File: src/rtl/letter_frequency_ranker_assert.svh
// ----------------------------------------------------------------------------
// letter_frequency_ranker assertion macros
// Concurrent checks sampled on clk and disabled while arst_n is low.
// ----------------------------------------------------------------------------
`ifndef LETTER_FREQUENCY_RANKER_ASSERT_SVH
`define LETTER_FREQUENCY_RANKER_ASSERT_SVH

// Check a consequence in the same cycle as its antecedent
`define LFR_ASSERT_SAME(label, ante, cons) \
	label: assert property (@(posedge clk) disable iff (!arst_n) (ante) |-> (cons)) \
		else $error("letter_frequency_ranker: same-cycle check failed");

// Check a consequence in the cycle after its antecedent
`define LFR_ASSERT_NEXT(label, ante, cons) \
	label: assert property (@(posedge clk) disable iff (!arst_n) (ante) |=> (cons)) \
		else $error("letter_frequency_ranker: next-cycle check failed");

`endif

File: src/rtl/lfr_pkg.sv
// ----------------------------------------------------------------------------
// lfr_pkg
// Payload types and fixed constants of the letter frequency ranker.
// ----------------------------------------------------------------------------
`timescale 1ns / 1ps

package lfr_pkg;

	// Byte code of the first counted letter
	localparam logic [7:0] FIRST_LETTER = 8'h41;

	// One text byte
	typedef struct packed {
		logic [7:0] text_char;
		logic       end_of_text;
	} char_t;

	// One line of the ranked report
	typedef struct packed {
		logic [4:0]  alpha_letter;
		logic [15:0] alpha_count;
		logic [4:0]  ranked_letter;
		logic [15:0] ranked_count;
		logic        report_last;
	} report_t;

	// Sequencer states
	typedef enum logic [6:0] {
		ST_IDLE     = 7'b0000001,
		ST_INC      = 7'b0000010,
		ST_RANK     = 7'b0000100,
		ST_RANK_END = 7'b0001000,
		ST_REP_RD   = 7'b0010000,
		ST_REP_WHO  = 7'b0100000,
		ST_REP_LOAD = 7'b1000000
	} state_t;

endpackage

File: src/rtl/letter_frequency_ranker.sv
// ----------------------------------------------------------------------------
// letter_frequency_ranker
// Per-letter saturating histogram of a byte stream with a ranked report.
// ----------------------------------------------------------------------------
// Usage:
//   char channel (char_valid/char_ready/char_data) takes one text byte per
//   transfer; bytes 'A' onward, one per letter bin, are counted, others are
//   ignored. A byte flagged end_of_text is counted and then starts a report.
//   rep channel (rep_valid/rep_ready/rep_data) returns ALPHABET_SIZE lines;
//   line i holds letter i with its count and the letter of rank i with its
//   count (descending count, ties to the lower letter). report_last marks
//   the final line, after which all counts read as zero again.
// Sequence:
//   A plain byte is handled as a count memory read, then a write back.
//   The ranking pass runs one shared comparator over every letter pair,
//   then each report line is built from a count read, a ranked letter
//   read and a count read again.
// Reset clears all counts at once through per-bin valid bits, with no
// sweep. A stalled receiver holds the current line in the output register
// and pauses the report; the block accepts no byte until the report ends.
// ----------------------------------------------------------------------------
`timescale 1ns / 1ps
`include "letter_frequency_ranker_assert.svh"

module letter_frequency_ranker
	import lfr_pkg::*;
#(
	parameter int ALPHABET_SIZE = 26,
	parameter int COUNT_BITS    = 16
) (
	input  logic    clk,
	input  logic    arst_n,
	input  logic    char_valid,
	output logic    char_ready,
	input  char_t   char_data,
	output logic    rep_valid,
	input  logic    rep_ready,
	output report_t rep_data
);

	localparam int                IDX_W     = $clog2(ALPHABET_SIZE);
	localparam logic [7:0]        ALPHA_B   = 8'(ALPHABET_SIZE);
	localparam logic [IDX_W-1:0]  LAST_IDX  = IDX_W'(ALPHABET_SIZE - 1);
	localparam logic [COUNT_BITS-1:0] COUNT_MAX = {COUNT_BITS{1'b1}};

	state_t state_q;

	// Count memory, per-bin valid bits and rank memory
	logic [COUNT_BITS-1:0] cnt_mem [ALPHABET_SIZE];
	logic [IDX_W-1:0]      rank_mem [ALPHABET_SIZE];
	logic [ALPHABET_SIZE-1:0] valid_q;

	logic [COUNT_BITS-1:0] rd_a_q, rd_b_q;
	logic                  va_q, vb_q;
	logic [IDX_W-1:0]      rank_rd_q;

	logic [IDX_W-1:0] addr_a, addr_b;
	logic             cnt_we;
	logic [COUNT_BITS-1:0] cnt_wdata;
	logic             rank_we;
	logic [IDX_W-1:0] rank_widx;

	// Byte capture
	logic [7:0]       k_full;
	logic             is_letter;
	logic [IDX_W-1:0] k_q;
	logic             letter_q, end_q;

	// Ranking sequencer and comparator stage
	logic [IDX_W-1:0] a_q, b_q, r_q;
	logic [IDX_W-1:0] a_s1, b_s1;
	logic             cmp_vld_s1;
	logic [COUNT_BITS-1:0] ca, cb;
	logic             beats;
	logic [IDX_W-1:0] r_next;

	// Report
	logic [IDX_W-1:0] i_q;
	logic             rep_valid_q;
	report_t          rep_data_q;
	logic             ld_out;
	logic [IDX_W+4:0]      alpha_ext, rank_ext;
	logic [COUNT_BITS+15:0] ca_ext, cb_ext;

	logic accept;

	assign accept     = char_valid && char_ready;
	assign char_ready = (state_q == ST_IDLE);
	assign rep_valid  = rep_valid_q;
	assign rep_data   = rep_data_q;

	// Decode the letter bin of the incoming byte
	assign k_full    = char_data.text_char - FIRST_LETTER;
	assign is_letter = (char_data.text_char >= FIRST_LETTER) && (k_full < ALPHA_B);

	// Effective counts: a bin never written since the last clear reads zero
	assign ca = va_q ? rd_a_q : '0;
	assign cb = vb_q ? rd_b_q : '0;

	// Shared comparator: does letter b rank ahead of letter a
	assign beats  = (cb > ca) || ((cb == ca) && (b_s1 < a_s1));
	assign r_next = r_q + IDX_W'(beats);

	// Select memory read addresses
	always_comb begin
		addr_a = i_q;
		addr_b = rank_rd_q;
		unique case (state_q) inside
			ST_IDLE: begin
				addr_a = is_letter ? k_full[IDX_W-1:0] : '0;
			end
			ST_INC: begin
				addr_a = k_q;
			end
			ST_RANK, ST_RANK_END: begin
				addr_a = a_q;
				addr_b = b_q;
			end
			ST_REP_RD, ST_REP_WHO, ST_REP_LOAD: begin
				addr_a = i_q;
				addr_b = rank_rd_q;
			end
			default: begin
				addr_a = i_q;
				addr_b = rank_rd_q;
			end
		endcase
	end

	// Count write back and rank write
	assign cnt_we    = (state_q == ST_INC) && letter_q && (ca != COUNT_MAX);
	assign cnt_wdata = ca + COUNT_BITS'(1);
	assign rank_we   = (state_q == ST_RANK_END || state_q == ST_RANK) && cmp_vld_s1
		&& (b_s1 == LAST_IDX);
	assign rank_widx = r_next;

	assign ld_out = (state_q == ST_REP_LOAD) && (!rep_valid_q || rep_ready);

	// Count memory: one write port, two registered read ports
	always_ff @(posedge clk) begin
		if (cnt_we) begin
			cnt_mem[k_q] <= cnt_wdata;
		end
		rd_a_q <= cnt_mem[addr_a];
		rd_b_q <= cnt_mem[addr_b];
	end

	// Rank memory: one write port, one registered read port
	always_ff @(posedge clk) begin
		if (rank_we) begin
			rank_mem[rank_widx] <= a_s1;
		end
		rank_rd_q <= rank_mem[i_q];
	end

	// Sample valid bits alongside the memory reads
	always_ff @(posedge clk) begin
		va_q <= valid_q[addr_a];
		vb_q <= valid_q[addr_b];
	end

	// Set valid on write back, drop all after the last report line
	always_ff @(posedge clk or negedge arst_n) begin
		if (!arst_n) begin
			valid_q <= '0;
		end else if (ld_out && (i_q == LAST_IDX)) begin
			valid_q <= '0;
		end else if (cnt_we) begin
			valid_q[k_q] <= 1'b1;
		end
	end

	// Capture the accepted byte
	always_ff @(posedge clk) begin
		if (accept) begin
			k_q      <= is_letter ? k_full[IDX_W-1:0] : '0;
			letter_q <= is_letter;
			end_q    <= char_data.end_of_text;
		end
	end

	// Comparator stage operands
	always_ff @(posedge clk) begin
		a_s1 <= a_q;
		b_s1 <= b_q;
	end

	// Sequencer
	always_ff @(posedge clk or negedge arst_n) begin
		if (!arst_n) begin
			state_q    <= ST_IDLE;
			a_q        <= '0;
			b_q        <= '0;
			r_q        <= '0;
			i_q        <= '0;
			cmp_vld_s1 <= 1'b0;
		end else begin
			unique case (state_q)
				ST_IDLE: begin
					if (accept) begin
						state_q <= ST_INC;
					end
				end
				ST_INC: begin
					a_q <= '0;
					b_q <= '0;
					r_q <= '0;
					state_q <= end_q ? ST_RANK : ST_IDLE;
				end
				ST_RANK: begin
					// Issue one letter pair per cycle
					cmp_vld_s1 <= 1'b1;
					if (b_q == LAST_IDX) begin
						b_q <= '0;
						if (a_q == LAST_IDX) begin
							state_q <= ST_RANK_END;
						end else begin
							a_q <= a_q + IDX_W'(1);
						end
					end else begin
						b_q <= b_q + IDX_W'(1);
					end
					if (cmp_vld_s1) begin
						r_q <= (b_s1 == LAST_IDX) ? '0 : r_next;
					end
				end
				ST_RANK_END: begin
					// Retire the last pair
					cmp_vld_s1 <= 1'b0;
					r_q        <= '0;
					i_q        <= '0;
					state_q    <= ST_REP_RD;
				end
				ST_REP_RD: begin
					state_q <= ST_REP_WHO;
				end
				ST_REP_WHO: begin
					state_q <= ST_REP_LOAD;
				end
				ST_REP_LOAD: begin
					if (ld_out) begin
						if (i_q == LAST_IDX) begin
							state_q <= ST_IDLE;
						end else begin
							i_q     <= i_q + IDX_W'(1);
							state_q <= ST_REP_RD;
						end
					end
				end
				default: begin
					state_q <= ST_IDLE;
				end
			endcase
		end
	end

	// Fit letter indices and counts to the report field widths
	assign alpha_ext = {5'b0, i_q};
	assign rank_ext  = {5'b0, rank_rd_q};
	assign ca_ext    = {16'b0, ca};
	assign cb_ext    = {16'b0, cb};

	// Output register: hold the line until its transfer
	always_ff @(posedge clk or negedge arst_n) begin
		if (!arst_n) begin
			rep_valid_q <= 1'b0;
		end else if (ld_out) begin
			rep_valid_q <= 1'b1;
		end else if (rep_ready) begin
			rep_valid_q <= 1'b0;
		end
	end

	always_ff @(posedge clk) begin
		if (ld_out) begin
			rep_data_q.alpha_letter  <= alpha_ext[4:0];
			rep_data_q.alpha_count   <= ca_ext[15:0];
			rep_data_q.ranked_letter <= rank_ext[4:0];
			rep_data_q.ranked_count  <= cb_ext[15:0];
			rep_data_q.report_last   <= (i_q == LAST_IDX);
		end
	end

	// Checks
	`LFR_ASSERT_SAME(a_rank_in_range, rank_we, rank_widx <= LAST_IDX)
	`LFR_ASSERT_NEXT(a_clear_after_report, ld_out && (i_q == LAST_IDX), valid_q == '0)
	`LFR_ASSERT_NEXT(a_one_byte_at_a_time, char_valid && char_ready, !char_ready)

endmodule
File: config.mk
export PLATFORM = sky130hd
export DESIGN_NAME = letter_frequency_ranker
export DESIGN_NICKNAME = d
export VERILOG_FILES = /design/src/rtl/lfr_pkg.sv /design/src/rtl/letter_frequency_ranker.sv
export VERILOG_INCLUDE_DIRS = /design/src /design/src/rtl
export SDC_FILE = /design/constraint.sdc
export NUM_CORES = 1
export LEC_CHECK = 0
export ABC_CLOCK_PERIOD_IN_PS = 5100
export BUFFER_PORTS_ARGS = -buffer_cell sky130_fd_sc_hd__buf_2
export CORE_UTILIZATION = 33
export CTS_CLUSTER_DIAMETER = 80
export DETAILED_ROUTE_END_ITERATION = 8
export GPL_TIMING_DRIVEN = 0
export PLACE_DENSITY = 0.59
export REMOVE_ABC_BUFFERS = 1
export SLEW_MARGIN = 30
export SYNTH_ARGS = -nofsm -noshare
export SYNTH_HDL_FRONTEND = slang
export SYNTH_SLANG_ARGS = --single-unit
File: constraint.sdc
create_clock -name clk -period 5.1 [get_ports clk]
set_input_delay 1.02 -clock clk [delete_from_list [all_inputs] [get_ports clk]]
set_output_delay 1.02 -clock clk [all_outputs]
set_load 0.05 [all_outputs]
==> run metrics <==
clock sink count=700; Layout fillers=8757; Seq/Total Area, Yosys=63.8%; Min Clock Period, post-route=4960 ps; Port Buffer Count=57; DR iter-0 viols=2503; Max-cap violations=0; setup TNS=0 ps; worst min path class=in -> async; Max Fanout on Critical Path=20; Initial Util=33.4%; initial antenna violation count=3; diode count=0; commonest non-fill, non-tap cell in the layout=nand2_1; CTS buffer count=76; drt wl/cell=24.6 um; die width=312 um; Max Freq=202 MHz; Post-DP HPWL=62.8 mm; worst vdd ir=0.000329 V; Top Metal Used=met4; via count=21990; drt pass-1 iters=5; Pwr Total=17.8 mW; drt via density=5.65; Die Y=312 um; PwrDens=468 nW/um^2; wl on met1=40.8 mm; clk buf depth=3; aggregate global routing overflow=0; FF+latch count, synth=700; DRC=0; area grow syn2layout=19.6%; post-place instance area=35400 um^2; Clk network pwr share=30.9%; placed cells=3754; row cnt=113; Finished Cell Area=38000 um^2; final wirelength=96.0 mm; Final Util=39.9%; Seq pwr share=39.3%; max-slew violations=0; share of layout cells above drive strength 1=19.7%; Layout Cells excl Fill=3894; largest net degree at the start of global routing=56; crit path setup slack, layout=138 ps; IO Count=58; count of final setup violators=0; Mapped Area=31800 um^2; Die Area=97500 um^2; crit path DAT=5240 ps; critical path type=reg -> reg; RSZ-0062 raised after global routing=no; WL met3=9.10 mm; max incr delay on CP=550 ps; Tcrit/Tclk final=97.3%; top_reg_cell synth=edfxtp_1; ys async rst share=7.86%; Critical Path Start Type=flip-flop; Clock Tree Root=clkbuf_16; first-pass GRT wire length=141 mm; ANT nets after route=0; CP max stage cell=dfxtp_4; Fin Hold WS=426 ps; skew final=25.8 ps; Critical Path Sink Type=flip-flop; GPL Wtd Cong=0.816; CTS tree=yes; Mapped Cells=2493; nets@finish=2610; Worst-path clk slew=60 ps; Psw=6.21 mW; worst path cell trace=and2_1, inv_1, ha_1, nor2b_1, o21a_1, o21a_1, o21a_1, o21a_1, o21a_1, o21a_1, o31ai_2, a2bb2oi_1, ha_1, ha_1, nor2_1, a21oi_1, nand2b_1, nor2_1; Yosys cell types=66; H-tree lvl count=3; Hold Buf Count CTS=0; Power Internal=11.6 mW; number of flops mapped to enable cells by yosys=596; core area=95200 um^2; Critical Path RT=5380 ps; Tot GR Track Use=19.5%; Switching Share=34.9%; Leak=13.8 nW; most used cell, CP=o21a_1; measured slew at the worst slew-check pin=1030 ps; pre-CTS setup slack=-939 ps; highest-count cells in the layout ignoring fill and taps=nand2_1, edfxtp_1, a21oi_1; combinational power share=29.9%; Avg Synthesized Cell Area=12.7 um^2; FF-to-FF path depth=18; vias in the first global route=21334; run status=complete, no violations; Max-slew headroom=31.6%; Clock Latency Late Sink=640 ps; WL met2=42.9 mm; YS warnings=0; Final Hold Vio Count=0
-- path summary, 6_finish.rpt --
path	from	endpoint	slack [ps]
max	va_q$_DFF_P_	rank_mem[22][0]$_DFFE_PP_	140
min	arst_n	rep_valid$_DFFE_PN0P_	430
max reg2reg	va_q$_DFF_P_	rank_mem[22][0]$_DFFE_PP_	140
min reg2reg	a_q[4]$_DFFE_PN0P_	a_s1[4]$_DFF_P_	450
max in group asynchronous	arst_n	i_q[0]$_DFFE_PN0P_	4080
min in group clk	a_q[4]$_DFFE_PN0P_	a_s1[4]$_DFF_P_	450
-- metal layers --
metal	track usage (%)	vias up
li1	-	9491
met1	27.9	11094
met2	29.3	1181
met3	4.08	224
met4	6.55	0
met5	0	-
-- flip-flops by register name, summed over array words and instances, names as in the netlist, 5 cells and up --
register,cells
a_q,5
a_s1,5
b_q,5
b_s1,5
cnt_mem,416
i_q,5
k_q,5
r_q,5
rank_mem,130
rank_rd_q,5
rd_a_q,16
rd_b_q,16
rep_data,43
state_q,7
valid_q,26
-- area by class of cell --
type,count,area [um^2],area share [%]
flip-flops and latches,700,20300,53.4
multi-input cells,1601,11200,29.6
repair buffers,152,2290,6.04
clock buffers,93,2010,5.28
well taps,1265,1580,4.17
clock inverters,47,462,1.22
inverters,36,135,0.356
-- synthesized netlist by cell type (all sizes together), types with 21 or more instances --
cell      n  area share, %
clkbuf   82           0.97
a21oi   183            2.9
and2     22           0.43
nand3   157            2.6
mux2i    25           0.79
buf      74            1.1
dfxtp    49            3.1
nor2    107            1.3
nand2   610            7.2
o21ai    41           0.71
edfxtp  596             56
ha       30            1.2
o21a     35           0.83
a32oi    21           0.58
dfrtp    54            4.3
inv      36           0.43
mux4    137            9.7
-- power by group through the flow --
stage	logic, mW	clock network, mW	registers (mW)
global route	5.63	5.76	7.00
finish	5.31	5.48	6.98
floorplan	3.20	0	6.95
global placement	4.41	0	7.12
detailed placement	5.16	0	7.08
CTS	5.19	5.54	6.96
-- what timing repair did --
item                                   4_1_cts  5_1_grt
setup endpoints to repair                  540      130
endpoints found under the hold margin        0        0
resized for setup                           10       14
gates cloned                                 0        0
buffers inserted                             0        0
-- worst max-delay path, delay by kind of cell, from the launching register on --
kind	cells	cell delay (ps)
compound gates	9	1780
fa+ha+maj	3	900
buf+inv	1	60
flops	1	550
simple gates	5	1270
-- kinds of logic (layout without fill, tap and decap cells) --
logic type,after synthesis,count (layout),synth area share (%)
muxes,172,172,10.9
adders and majority gates,30,30,1.18
and+or+nand+nor,1006,1006,13.8
xor gates and xnor gates,23,23,0.634
DFF,700,700,63.8
AOI/OAI and AO/OA,370,370,7.32
buffers and inverters,192,328,2.47
Power figures use the tool's default switching activity.
